===== config.mk =====
export PLATFORM = sky130hd
export DESIGN_NAME = clipped_line_rasterizer
export DESIGN_NICKNAME = d
export VERILOG_FILES = /design/src/rtl/core/clr_pkg.sv /design/src/rtl/core/clr_stepper.sv /design/src/rtl/core/clipped_line_rasterizer.sv
export SDC_FILE = /design/constraint.sdc
export NUM_CORES = 1
export LEC_CHECK = 0
export ABC_AREA = 1
export ABC_CLOCK_PERIOD_IN_PS = 11480
export BUFFER_PORTS_ARGS = -buffer_cell sky130_fd_sc_hd__buf_2
export CAP_MARGIN = 20
export CORE_MARGIN = 4
export CORE_UTILIZATION = 35
export CTS_CLUSTER_SIZE = 10
export DETAILED_ROUTE_END_ITERATION = 8
export PLACE_DENSITY_LB_ADDON = 0.1
export SLEW_MARGIN = 30
export SYNTH_ARGS = -nofsm -noshare
export SYNTH_HDL_FRONTEND = slang
export SYNTH_SLANG_ARGS = --single-unit

===== constraint.sdc =====
create_clock -name clk -period 11.48 [get_ports clk]
set_input_delay 0 -clock clk [delete_from_list [all_inputs] [get_ports clk]]
set_output_delay 0 -clock clk [all_outputs]
set_load 0.03 [all_outputs]

===== src/rtl/core/clr_pkg.sv =====
// ----------------------------------------------------------------------------
// clr_pkg
// Shared types, widths and codes of the clipped line rasterizer.
// ----------------------------------------------------------------------------
package clr_pkg;

  // coordinate width, two's complement
  localparam int COORD_BITS = 13;

  // endpoint difference, error accumulator and point count widths
  localparam int DIFF_BITS  = COORD_BITS + 1;
  localparam int ERR_BITS   = COORD_BITS + 1;
  localparam int COUNT_BITS = COORD_BITS + 1;

  // framebuffer widths
  localparam int DIM_BITS   = 12;
  localparam int COLOR_BITS = 32;
  localparam int ADDR_BITS  = 24;

  // compare width for clipping against the screen size
  localparam int CMP_BITS = (COORD_BITS > DIM_BITS) ? COORD_BITS : DIM_BITS;

  // stream payload widths, rounded up to whole bytes
  localparam int S_DATA_RAW  = 4 * COORD_BITS;
  localparam int S_DATA_BITS = ((S_DATA_RAW + 7) / 8) * 8;
  localparam int M_DATA_RAW  = 2 * COORD_BITS + ADDR_BITS + COLOR_BITS;
  localparam int M_DATA_BITS = ((M_DATA_RAW + 7) / 8) * 8;

  // configuration port
  localparam int CFG_INDEX_BITS = 2;
  localparam int CFG_DATA_BITS  = 32;

  typedef enum logic [CFG_INDEX_BITS-1:0] {
    REG_SCREEN_WIDTH  = 2'd0,
    REG_SCREEN_HEIGHT = 2'd1,
    REG_DRAW_COLOR    = 2'd2
  } cfg_reg_t;

  typedef enum logic {
    OP_LOAD    = 1'b0,
    OP_ADVANCE = 1'b1
  } opcode_t;

  typedef logic signed [COORD_BITS-1:0] coord_t;
  typedef logic signed [1:0]            step_t;

  localparam step_t STEP_NEG  = -2'sd1;
  localparam step_t STEP_ZERO = 2'sd0;
  localparam step_t STEP_POS  = 2'sd1;

  // one command held in the input stage
  typedef struct packed {
    opcode_t op;
    coord_t  start_x;
    coord_t  start_y;
    coord_t  end_x;
    coord_t  end_y;
  } line_cmd_t;

  // current point of the line walker
  typedef struct packed {
    logic   emit;
    coord_t x;
    coord_t y;
    logic   last;
  } point_t;

  // move a coordinate by -1, 0 or +1, wrapping at the coordinate width
  function automatic coord_t step_coord(coord_t c, step_t s);
    coord_t ext;
    ext = coord_t'({{(COORD_BITS-2){s[1]}}, s});
    return c + ext;
  endfunction

endpackage


===== src/rtl/core/clr_stepper.sv =====
// ----------------------------------------------------------------------------
// clr_stepper
// Line state and the per-point error update: loads endpoints, then walks
// one point per advance command along the major axis.
// ----------------------------------------------------------------------------
module clr_stepper import clr_pkg::*; (
  input  logic      clk,
  input  logic      rst,
  input  logic      fire,   // command in cmd is processed this cycle
  input  line_cmd_t cmd,
  output point_t    point
);

  coord_t                 cur_x;
  coord_t                 cur_y;
  logic [ERR_BITS-1:0]    err_acc;
  logic [COORD_BITS-1:0]  abs_dx;
  logic [COORD_BITS-1:0]  abs_dy;
  step_t                  step_x;
  step_t                  step_y;
  logic                   x_major;
  logic [COUNT_BITS-1:0]  points_left;

  // load path: deltas, signs and major axis from the endpoints
  logic signed [DIFF_BITS-1:0] ld_dx;
  logic signed [DIFF_BITS-1:0] ld_dy;
  logic [COORD_BITS-1:0]       ld_abs_dx;
  logic [COORD_BITS-1:0]       ld_abs_dy;
  step_t                       ld_step_x;
  step_t                       ld_step_y;
  logic                        ld_x_major;
  logic [COORD_BITS-1:0]       ld_major;

  always_comb begin
    ld_dx = {cmd.end_x[COORD_BITS-1], cmd.end_x} - {cmd.start_x[COORD_BITS-1], cmd.start_x};
    ld_dy = {cmd.end_y[COORD_BITS-1], cmd.end_y} - {cmd.start_y[COORD_BITS-1], cmd.start_y};
    ld_abs_dx = ld_dx[DIFF_BITS-1] ? COORD_BITS'(-ld_dx) : COORD_BITS'(ld_dx);
    ld_abs_dy = ld_dy[DIFF_BITS-1] ? COORD_BITS'(-ld_dy) : COORD_BITS'(ld_dy);
    ld_step_x = (ld_dx == '0) ? STEP_ZERO : (ld_dx[DIFF_BITS-1] ? STEP_NEG : STEP_POS);
    ld_step_y = (ld_dy == '0) ? STEP_ZERO : (ld_dy[DIFF_BITS-1] ? STEP_NEG : STEP_POS);
    ld_x_major = (ld_abs_dx >= ld_abs_dy);
    ld_major = ld_x_major ? ld_abs_dx : ld_abs_dy;
  end

  // advance path: error update and next point
  logic [COORD_BITS-1:0] major;
  logic [COORD_BITS-1:0] minor;
  logic [ERR_BITS-1:0]   err_sum;
  logic                  minor_step;
  logic [ERR_BITS-1:0]   err_acc_next;
  coord_t                cur_x_next;
  coord_t                cur_y_next;
  logic                  active;

  always_comb begin
    major = x_major ? abs_dx : abs_dy;
    minor = x_major ? abs_dy : abs_dx;
    err_sum = err_acc + ERR_BITS'(minor);
    minor_step = (err_sum >= ERR_BITS'(major));
    err_acc_next = minor_step ? (err_sum - ERR_BITS'(major)) : err_sum;
    cur_x_next = cur_x;
    cur_y_next = cur_y;
    if (x_major) begin
      cur_x_next = step_coord(cur_x, step_x);
      if (minor_step) begin
        cur_y_next = step_coord(cur_y, step_y);
      end
    end else begin
      cur_y_next = step_coord(cur_y, step_y);
      if (minor_step) begin
        cur_x_next = step_coord(cur_x, step_x);
      end
    end
    active = (points_left != '0);
  end

  // point presented to the output side
  assign point.emit = (cmd.op == OP_ADVANCE) && active;
  assign point.x    = cur_x;
  assign point.y    = cur_y;
  assign point.last = (points_left == COUNT_BITS'(1));

  // line state registers
  always_ff @(posedge clk) begin
    if (rst) begin
      cur_x       <= '0;
      cur_y       <= '0;
      err_acc     <= '0;
      abs_dx      <= '0;
      abs_dy      <= '0;
      step_x      <= STEP_ZERO;
      step_y      <= STEP_ZERO;
      x_major     <= 1'b0;
      points_left <= '0;
    end else if (fire) begin
      if (cmd.op == OP_LOAD) begin
        cur_x       <= cmd.start_x;
        cur_y       <= cmd.start_y;
        abs_dx      <= ld_abs_dx;
        abs_dy      <= ld_abs_dy;
        step_x      <= ld_step_x;
        step_y      <= ld_step_y;
        x_major     <= ld_x_major;
        err_acc     <= ERR_BITS'(ld_major >> 1);
        points_left <= COUNT_BITS'(ld_major) + COUNT_BITS'(1);
      end else if (active) begin
        cur_x       <= cur_x_next;
        cur_y       <= cur_y_next;
        err_acc     <= err_acc_next;
        points_left <= points_left - COUNT_BITS'(1);
      end
    end
  end

  // error stays within the major delta while a line is active
  assert property (@(posedge clk) disable iff (rst)
    (points_left != '0) |-> (err_acc <= ERR_BITS'(major)))
    else $error("error accumulator exceeds major delta");

  // emitting the final point ends the line
  assert property (@(posedge clk) disable iff (rst)
    (fire && point.emit && point.last) |=> (points_left == '0))
    else $error("line still active after final point");

  // the major axis is never the shorter one
  assert property (@(posedge clk) disable iff (rst)
    x_major |-> (abs_dx >= abs_dy))
    else $error("x chosen as major axis with smaller delta");

endmodule


===== src/rtl/core/clipped_line_rasterizer.sv =====
// ----------------------------------------------------------------------------
// clipped_line_rasterizer
// Incremental integer line rasterizer with screen clipping and framebuffer
// address generation.
// ----------------------------------------------------------------------------
// Usage:
//   The slave stream carries commands. tuser selects the kind: a load
//   (tuser low) takes both endpoints from tdata and gives no result; an
//   advance (tuser high) emits the next point of the active line, or nothing
//   once the line is done. The master stream carries one point per emitting advance:
//   coordinates, framebuffer address, colour, tuser as the visible flag and
//   tlast on the final point of the line.
//   A command is taken into an input register. Once the output register
//   is free, the line walker updates its error term and position, while
//   the clipping compare and the address multiply fill the output
//   register: a point reaches the master side through the input register
//   and then the output register, and one command is taken every cycle
//   unless the receiver stalls. Then the point waits in the output register
//   while the next command still enters the input register; only then is
//   tready dropped. Reset empties both stages, leaves no active line and sets
//   the screen to 640 by 480 with colour zero. Configuration is written
//   through cfg_we, cfg_index and cfg_data while the stream is idle.
// ----------------------------------------------------------------------------
module clipped_line_rasterizer import clr_pkg::*; (
  input  logic                      clk,
  input  logic                      rst,
  // commands
  input  logic                      s_tvalid,
  output logic                      s_tready,
  input  logic [S_DATA_BITS-1:0]    s_tdata,   // start_x, start_y, end_x, end_y
  input  logic                      s_tuser,   // opcode
  // points
  output logic                      m_tvalid,
  input  logic                      m_tready,
  output logic [M_DATA_BITS-1:0]    m_tdata,   // point_x, point_y, pixel_address, pixel_value
  output logic                      m_tuser,   // visible
  output logic                      m_tlast,   // last_point
  // configuration
  input  logic                      cfg_we,
  input  logic [CFG_INDEX_BITS-1:0] cfg_index,
  input  logic [CFG_DATA_BITS-1:0]  cfg_data
);

  logic [DIM_BITS-1:0]   screen_width;
  logic [DIM_BITS-1:0]   screen_height;
  logic [COLOR_BITS-1:0] draw_color;

  // configuration registers
  always_ff @(posedge clk) begin
    if (rst) begin
      screen_width  <= DIM_BITS'(640);
      screen_height <= DIM_BITS'(480);
      draw_color    <= '0;
    end else if (cfg_we) begin
      unique case (cfg_reg_t'(cfg_index))
        REG_SCREEN_WIDTH:  screen_width  <= cfg_data[DIM_BITS-1:0];
        REG_SCREEN_HEIGHT: screen_height <= cfg_data[DIM_BITS-1:0];
        REG_DRAW_COLOR:    draw_color    <= cfg_data[COLOR_BITS-1:0];
        default: ;
      endcase
    end
  end

  // handshake between the two stages
  logic      in_valid;
  line_cmd_t cmd;
  logic      fire;

  assign fire     = in_valid && (!m_tvalid || m_tready);
  assign s_tready = !in_valid || fire;

  // input register
  always_ff @(posedge clk) begin
    if (rst) begin
      in_valid <= 1'b0;
    end else begin
      in_valid <= (s_tvalid && s_tready) || (in_valid && !fire);
    end
  end

  always_ff @(posedge clk) begin
    if (s_tvalid && s_tready) begin
      cmd.op      <= opcode_t'(s_tuser);
      cmd.start_x <= s_tdata[0*COORD_BITS +: COORD_BITS];
      cmd.start_y <= s_tdata[1*COORD_BITS +: COORD_BITS];
      cmd.end_x   <= s_tdata[2*COORD_BITS +: COORD_BITS];
      cmd.end_y   <= s_tdata[3*COORD_BITS +: COORD_BITS];
    end
  end

  // line walker
  point_t point;

  clr_stepper u_stepper (
    .clk   (clk),
    .rst   (rst),
    .fire  (fire),
    .cmd   (cmd),
    .point (point)
  );

  // clipping and framebuffer address
  logic [CMP_BITS-1:0]   ux;
  logic [CMP_BITS-1:0]   uy;
  logic [CMP_BITS-1:0]   wx;
  logic [CMP_BITS-1:0]   hy;
  logic                  vis;
  logic [2*CMP_BITS-1:0] row_base;
  logic [ADDR_BITS-1:0]  addr;

  always_comb begin
    ux = CMP_BITS'($unsigned(point.x));
    uy = CMP_BITS'($unsigned(point.y));
    wx = CMP_BITS'(screen_width);
    hy = CMP_BITS'(screen_height);
    vis = !point.x[COORD_BITS-1] && (ux < wx) && !point.y[COORD_BITS-1] && (uy < hy);
    row_base = uy * wx;
    addr = vis ? (ADDR_BITS'(row_base) + ADDR_BITS'(ux)) : '0;
  end

  // output register
  coord_t                out_x;
  coord_t                out_y;
  logic [ADDR_BITS-1:0]  out_addr;
  logic                  out_vis;
  logic [COLOR_BITS-1:0] out_color;
  logic                  out_last;

  always_ff @(posedge clk) begin
    if (rst) begin
      m_tvalid <= 1'b0;
    end else if (fire) begin
      m_tvalid <= point.emit;
    end else if (m_tready) begin
      m_tvalid <= 1'b0;
    end
  end

  always_ff @(posedge clk) begin
    if (fire && point.emit) begin
      out_x     <= point.x;
      out_y     <= point.y;
      out_addr  <= addr;
      out_vis   <= vis;
      out_color <= draw_color;
      out_last  <= point.last;
    end
  end

  assign m_tdata = M_DATA_BITS'({out_color, out_addr, out_y, out_x});
  assign m_tuser = out_vis;
  assign m_tlast = out_last;

  // a visible point never has a negative coordinate
  assert property (@(posedge clk) disable iff (rst)
    (m_tvalid && out_vis) |-> (!out_x[COORD_BITS-1] && !out_y[COORD_BITS-1]))
    else $error("visible point with negative coordinate");

  // clipped points carry a zero address
  assert property (@(posedge clk) disable iff (rst)
    (m_tvalid && !out_vis) |-> (out_addr == '0))
    else $error("clipped point with nonzero address");

  // commands are held back only by a stalled, full output register
  assert property (@(posedge clk) disable iff (rst)
    !s_tready |-> (in_valid && m_tvalid && !m_tready))
    else $error("input stalled without downstream backpressure");

endmodule


==> results.sh, run 1 <==
export IMPL_critical_path_max_stage_delay_ns=0.81
export IMPL_synth_area_sq_mm=0.0211
export IMPL_path_buf_inv=4
export IMPL_dp_slack_ns=4.99
export IMPL_cts_made_buffers=38
export IMPL_clk_path_buf_depth=3
export IMPL_drive_gt1_share_pct=10.9
export IMPL_switching_share_pct=39.8
export IMPL_grt_max_degree=81
export IMPL_setup_tns_ns=0
export IMPL_htreeDepth=2
export IMPL_postCtsSetupBuffers=0
export IMPL_power_density_mw_per_mm2=156
export IMPL_initial_core_util_pct=35.6
export IMPL_cts_tree="done"
export IMPL_r2r_start="u_stepper.cur_y[8]"
export IMPL_synthMuxAreaShare_pct=0.0947
export IMPL_clk_latency_ns=0.58
export IMPL_yosysUniqueCellTypes=53
export IMPL_synth_top_family_by_area="adder cells"
export IMPL_final_area_sq_mm=0.0250
export IMPL_yosys_area_share_simple_pct=16.3
export IMPL_relSlewSlack_pct=39.3
export IMPL_crit_path_max_fanout=16
export IMPL_multi_input_area_sq_mm=0.0118
export IMPL_synth_xor_area_share_pct=3.03
export IMPL_antenna_left=0
export IMPL_vias_per_cell=4.80
export IMPL_slew_violations=0
export IMPL_ys_seq_area_share_pct=33.0
export IMPL_clk_pin_slew_worst_paths_ns=0.06
export IMPL_hold_buffers=99
export IMPL_ys_seq_elements=280
export IMPL_layout_nets=3290
export IMPL_place_congestion=0.854
export IMPL_setup_viol=0
export IMPL_grtUsageMet3_pct=2.46
export IMPL_synth_top_area_cell="edfxtp_1"
export IMPL_detail_route_wl_per_cell_microns=16.2
export IMPL_grt_pass1_vias=17700
export IMPL_clockRootBuffer="clkbuf_16"
export IMPL_fmax_mhz=157
export IMPL_whs_ns=0.0693
export IMPL_die_h_microns=254
export IMPL_cp_top_family="adder cells"
export IMPL_drt_wl_total_microns=59900
export IMPL_synthAdderAreaFrac_pct=22.8
export IMPL_cap_violations=0
export IMPL_crit_path_top_delay_cell="dfxtp_1"
export IMPL_grt_use_met2_pct=32.8
export IMPL_ys_warn_count=0
export IMPL_combPwrFrac_pct=38.7
export IMPL_synth_top_area_share_pct=19.5
export IMPL_crit_chain="nand2_1 > fa_1 > inv_1 > fa_1 > inv_1 > fa_1 > inv_1 > fa_1 > fa_1 > ha_1 > nand2_1 > o21ai_0 > a21oi_1 > o21ai_0 > nand3_1 > nand2_1 > a31oi_1 > o21ai_0 > nand2_1 > inv_1 > o21ai_0 > nand2_1 > o21ai_0 > a21oi_1"
export IMPL_hold_viol=0
export IMPL_crit_start="u_stepper.cur_y[8]"
export IMPL_reg2reg_slack_ns=5.11
export IMPL_use_met1_pct=24.7
export IMPL_grt_pass1_wl_microns=96000
export IMPL_holdCritStartpoint="cfg_we"
export IMPL_fin_ws_ns=5.11
export IMPL_grt_usage_pct=18.8
export IMPL_seqCellArea_sq_mm=0.00698
export IMPL_drt_iter0_drc=724
export IMPL_top_usage_layer="met2"
export IMPL_synth_area_top_cells="edfxtp_1, dfxtp_1, fa_1"
export IMPL_drc_errors=0
export IMPL_async_reset_ff_share_pct=0
export IMPL_startpoint_type="flop"
export IMPL_hp_class="in2reg"
export IMPL_layout_min_cycle_time_ns=6.37
export IMPL_grt_setup_unrepaired="false"
export IMPL_firstDrtPassIters=8
export IMPL_clock_sinks=280
export IMPL_status="finished clean"
export IMPL_port_buffers=177
export IMPL_fill_cells=5952
export IMPL_syn_mean_instance_area_sq_um=8.01
export IMPL_synth_flop_cell="dfxtp_1"
export IMPL_core_area_sq_mm=0.0594
export IMPL_cp_end_kind="flop"
export IMPL_placed_area_sq_mm=0.0228
export IMPL_power_leakage_uw=0.0123
export IMPL_cp_required_ns=11.90
export IMPL_die_area_sq_mm=0.0644
export IMPL_ioPinCount=188
export IMPL_p_int_uw=2340
export IMPL_synthToLayoutAreaGrowth_pct=18.3
export IMPL_ir_drop_v=0.0000981
export IMPL_cp_arrival_ns=6.79
export IMPL_worstSetupPathType="reg2reg"
export IMPL_min_period_over_period_pct=55.5
export IMPL_tightestPinTransition_ns=0.909
export IMPL_p_seq_share_pct=31.7
export IMPL_vias=17700
export IMPL_antenna_found_initial=1
export IMPL_switchingPower_uw=1550
export IMPL_synth_edf_count=137
export IMPL_synth_cells=2637
export IMPL_post_dp_hpwl_microns=44400
export IMPL_fin_worst_skew_ns=0.0388
export IMPL_synth_compound_area_share_pct=13.5
export IMPL_row_count=89
export IMPL_die_x_microns=254
export IMPL_cts_resized=0
export IMPL_clkPwrFrac_pct=29.6
export IMPL_grt_overflow=0
area by class of cell:
| cell class | count | area share, % |
|---|---|---|
| Antenna cell | 2 | 0.0200 |
| Multi-Input combinational cell | 1746 | 47.3 |
| Sequential cell | 280 | 27.9 |
| Clock inverter | 16 | 0.591 |
| Tap cell | 773 | 3.87 |
| Timing Repair Buffer | 300 | 8.31 |
| Clock buffer | 54 | 4.16 |
| Inverter | 519 | 7.80 |
cell usage after synthesis (6+ instances only):
master / n
nand3_1: 82
clkbuf_1: 77
nor3_1: 18
ha_1: 182
nand4_1: 17
nor2_2: 8
xor2_1: 55
o21bai_1: 10
o21ai_1: 9
a21oi_1: 213
inv_2: 9
dfxtp_1: 143
inv_1: 508
xnor2_1: 18
nand2_2: 21
fa_1: 127
nor2_1: 166
nand2_1: 492
nor2_4: 6
o211ai_1: 22
o21ai_0: 233
buf_2: 6
a31oi_1: 8
edfxtp_1: 137
buf_4: 9
sequential cells by signal, summed over array words and instances (netlist names), 2 cells and up:
register               count
u_stepper.abs_dx          13
u_stepper.points_left     14
u_stepper.step_y           2
u_stepper.cur_y           13
out_color                 32
u_stepper.step_x           2
out_addr                  24
u_stepper.abs_dy          13
cmd                       53
screen_width              12
screen_height             12
out_x                     13
u_stepper.cur_x           13
u_stepper.err_acc         14
out_y                     13
draw_color                32
cells in the final DEF (no fill, tap or decap), types with 10 or more instances in the layout:
| cell type | n |
|---|---|
| edfxtp_1 | 137 |
| o21ai_0 | 233 |
| ha_1 | 182 |
| a21oi_1 | 212 |
| dlygate4sd3_1 | 99 |
| buf_4 | 23 |
| buf_2 | 177 |
| nand2_1 | 492 |
| clkbuf_1 | 13 |
| o21bai_1 | 10 |
| o211ai_1 | 22 |
| dfxtp_1 | 142 |
| clkbuf_16 | 38 |
| xnor2_1 | 18 |
| nand2_2 | 21 |
| inv_2 | 10 |
| fa_1 | 127 |
| nand3_1 | 81 |
| nor2_1 | 163 |
| xor2_1 | 55 |
| nor3_1 | 18 |
| nand4_1 | 17 |
| inv_1 | 505 |
power groups by stage:
| stage | clock (uW) | combinational [uW] | sequential (uW) |
|---|---|---|---|
| final | 1150 | 1510 | 1230 |
| after global routing | 1230 | 1730 | 1240 |
| after CTS | 1190 | 1520 | 1230 |
| after detailed placement | 0 | 1490 | 1250 |
| after global placement | 0 | 1460 | 1250 |
| after floorplan | 0 | 1090 | 1240 |
tightest hold or removal path, cell delays in order:
cell,delay [ns]
buf_2,0.11
inv_1,0.07
nor3_1,0.07
buf_4,0.17
nand2_1,0.06
o211ai_1,0.08
cells by family (layout without fill, tap and decap cells):
group | after synthesis | after routing
adder cells (fa/ha/maj) | 309 | 309
AND/OR/NAND/NOR | 826 | 826
other | 1 | 8
buffers and inverters | 616 | 889
flip-flops | 280 | 280
multiplexers | 2 | 2
AO/OA/AOI/OAI | 530 | 530
XOR/XNOR | 73 | 73
final timing paths:
kind | end | cells past startpoint
setup reg to reg | out_addr[23] | 24
hold / removal | screen_height[5] | 6
setup / recovery | out_addr[23] | 24
hold reg to reg | out_color[17] | 0
through the flow:
step                      std cells  util (%)  power, uW
after floorplan                2642         -       2330
after global placement         3518      38.4       2720
after detailed placement       3519      38.4       2740
after CTS                      3688      42.1       3950
after global routing           3688      42.1       4200
final                          3690      42.1       3890
routing by layer:
layer | part of all wire (%) | vias up | routed length, microns
met2 | 48 | 326 | 29000
met3 | 3.8 | 75 | 2270
li1 | - | 8945 | -
met1 | 45 | 8353 | 27200
met4 | 2.3 | 0 | 1410
met5 | 0 | - | 0
No activity file was read; power rests on OpenSTA's default activity.
==> run 2, diff against run 1 <==
--- a/config.mk
+++ b/config.mk
@@ -6,7 +6,7 @@
 export NUM_CORES = 1
 export LEC_CHECK = 0
 export ABC_AREA = 1
-export ABC_CLOCK_PERIOD_IN_PS = 11480
+export ABC_CLOCK_PERIOD_IN_PS = 5950
 export BUFFER_PORTS_ARGS = -buffer_cell sky130_fd_sc_hd__buf_2
 export CAP_MARGIN = 20
 export CORE_MARGIN = 4
==> constraint.sdc (replaced) <==
create_clock -name clk -period 5.95 [get_ports clk]
set_input_delay 0 -clock clk [delete_from_list [all_inputs] [get_ports clk]]
set_output_delay 0 -clock clk [all_outputs]
set_load 0.03 [all_outputs]
==> run 2 against run 1 <==
Effect of this change:
- via count grew 1.7%
- sequential share of layout area shrank 0.40 points
- fmax grew 15%
- clock power grew 89%
- count of clock-buffer cells in the layout grew 7
- first-iteration DRC count grew 52%
- critical path type unchanged
- critical endpoint unchanged
- largest power group unchanged
==> results.sh, run 2 (synthesized netlist as in run 1, its figures left out) <==
export IMPL_status="finished clean"
export IMPL_cp_required_ns=6.26
export IMPL_port_buffers=177
export IMPL_detail_route_wl_per_cell_microns=16.6
export IMPL_antenna_cells=0
export IMPL_post_dp_hpwl_microns=47500
export IMPL_final_cell_count_no_fill=3739
export IMPL_ir_drop_v=0.000188
export IMPL_ioPinCount=188
export IMPL_grt_max_degree=81
export IMPL_fin_ws_ns=0.398
export IMPL_fill_cells=5978
export IMPL_die_area_sq_mm=0.0644
export IMPL_hold_viol=0
export IMPL_layout_min_cycle_time_ns=5.55
export IMPL_drt_iter0_drc=1100
export IMPL_mostFrequentLayoutCell="inv_1"
export IMPL_clockRootBuffer="clkbuf_16"
export IMPL_core_area_sq_mm=0.0594
export IMPL_initial_core_util_pct=35.6
export IMPL_antenna_left=0
export IMPL_final_cell_mix="inv_1, nand2_1, o21ai_0, a21oi_1, ha_1"
export IMPL_fin_worst_skew_ns=0.0291
export IMPL_largest_reg_flops=53
export IMPL_cp_end_kind="flop"
export IMPL_power_density_mw_per_mm2=299
export IMPL_vias_per_cell=4.81
export IMPL_setup_tns_ns=0
export IMPL_die_x_microns=254
export IMPL_crit_path_max_fanout=7
export IMPL_total_power_uw=7600
export IMPL_die_h_microns=254
export IMPL_clock_sinks=280
export IMPL_firstDrtPassIters=5
export IMPL_place_congestion=0.850
export IMPL_clk_pin_slew_worst_paths_ns=0.06
export IMPL_grt_setup_unrepaired="false"
export IMPL_cp_arrival_ns=5.86
export IMPL_htreeDepth=2
export IMPL_worstSetupPathType="reg2reg"
export IMPL_cts_tree="done"
export IMPL_synthToLayoutAreaGrowth_pct=20.3
export IMPL_grt_pass1_wl_microns=98700
export IMPL_largest_register="cmd"
export IMPL_clk_path_buf_depth=3
export IMPL_min_period_over_period_pct=93.3
export IMPL_grt_usage_pct=19.4
export IMPL_clk_latency_ns=0.57
export IMPL_dp_cells=3569
export IMPL_placed_area_sq_mm=0.0232
export IMPL_drt_wl_total_microns=62200
export IMPL_cap_violations=0
export IMPL_row_count=89
export IMPL_final_area_sq_mm=0.0254
export IMPL_cts_made_buffers=38
export IMPL_power_leakage_uw=0.0126
export IMPL_dp_slack_ns=0.0859
export IMPL_fmax_mhz=180
export IMPL_hp_class="in2reg"
export IMPL_relSlewSlack_pct=44.3
export IMPL_drc_errors=0
export IMPL_drive_gt1_share_pct=12.8
export IMPL_setup_viol=0
export IMPL_slew_violations=0
export IMPL_vias=18000
export IMPL_tightestPinTransition_ns=0.835
export IMPL_grt_overflow=0
export IMPL_grt_pass1_vias=18200
export IMPL_startpoint_type="flop"
export IMPL_reg_top3="cmd x53, draw_color x32, out_color x32"
export IMPL_layout_nets=3344
export IMPL_antenna_found_initial=0
==> run 2: worst paths after layout <==
| kind | slack, ns | depth (start not counted) | from | endpoint |
|---|---|---|---|---|
| hold / removal | 0.04 | 5 | cfg_index[1] | screen_height[0] |
| setup reg to reg | 0.40 | 25 | u_stepper.cur_y[8] | out_addr[23] |
| hold reg to reg | 0.42 | 0 | draw_color[11] | out_color[11] |
| setup / recovery | 0.40 | 25 | u_stepper.cur_y[8] | out_addr[23] |
==> run 2: through the flow <==
stage,hold slack (ns),utilization (%)
after floorplan,0.0989,-
after global placement,0.176,39.0
after detailed placement,0.178,39.0
after CTS,0.00939,42.7
after global routing,0.0664,42.8
final,0.0368,42.8
==> run 2: critical path, cell delays in order, from the launching register on <==
cell	delay, ns
dfxtp_2	0.43
nand2_1	0.11
fa_1	0.55
inv_1	0.05
fa_1	0.48
inv_1	0.05
fa_1	0.49
inv_1	0.05
fa_1	0.55
fa_1	0.42
ha_1	0.32
a21oi_1	0.15
o21ai_0	0.14
buf_4	0.17
a21oi_2	0.16
o21ai_1	0.11
nand3_1	0.08
nand2_1	0.08
a31oi_1	0.19
o21ai_0	0.14
nand2_1	0.08
inv_1	0.04
o21ai_0	0.14
nand2_1	0.08
o21ai_0	0.16
a21oi_1	0.06
==> run 2: area by class of cell <==
| type | count | area, sq um | area share (%) |
|---|---|---|---|
| multi-input combinational | 1746 | 11900 | 46.7 |
| sequential | 280 | 6990 | 27.5 |
| inverter | 519 | 1950 | 7.67 |
| tap | 773 | 967 | 3.81 |
| clock buffer | 61 | 1080 | 4.24 |
| clock inverter | 6 | 73.8 | 0.290 |
| timing repair buffer | 354 | 2490 | 9.78 |
==> run 2: metal layers <==
| layer | track usage (%) | part of all wire [%] | vias to the layer above |
|---|---|---|---|
| met1 | 25.5 | 46 | 8500 |
| met5 | 0 | 0 | - |
| met2 | 33.9 | 48 | 365 |
| met4 | 5.30 | 2.5 | 0 |
| met3 | 2.41 | 4.2 | 82 |
| li1 | - | - | 9051 |
==> run 2: power breakdown <==
group / total [uW] / internal, uW / switching, uW
combinational: 3080 / 1110 / 1980
clock: 2170 / 1280 / 888
sequential: 2350 / 2200 / 147
==> run 2: repair_timing <==
item | CTS | global route
buffers inserted | 0 | 1
resized for setup | 0 | 23
hold endpoints to repair | 113 | 0
hold buffers | 102 | 0
setup endpoints to repair | 0 | 9
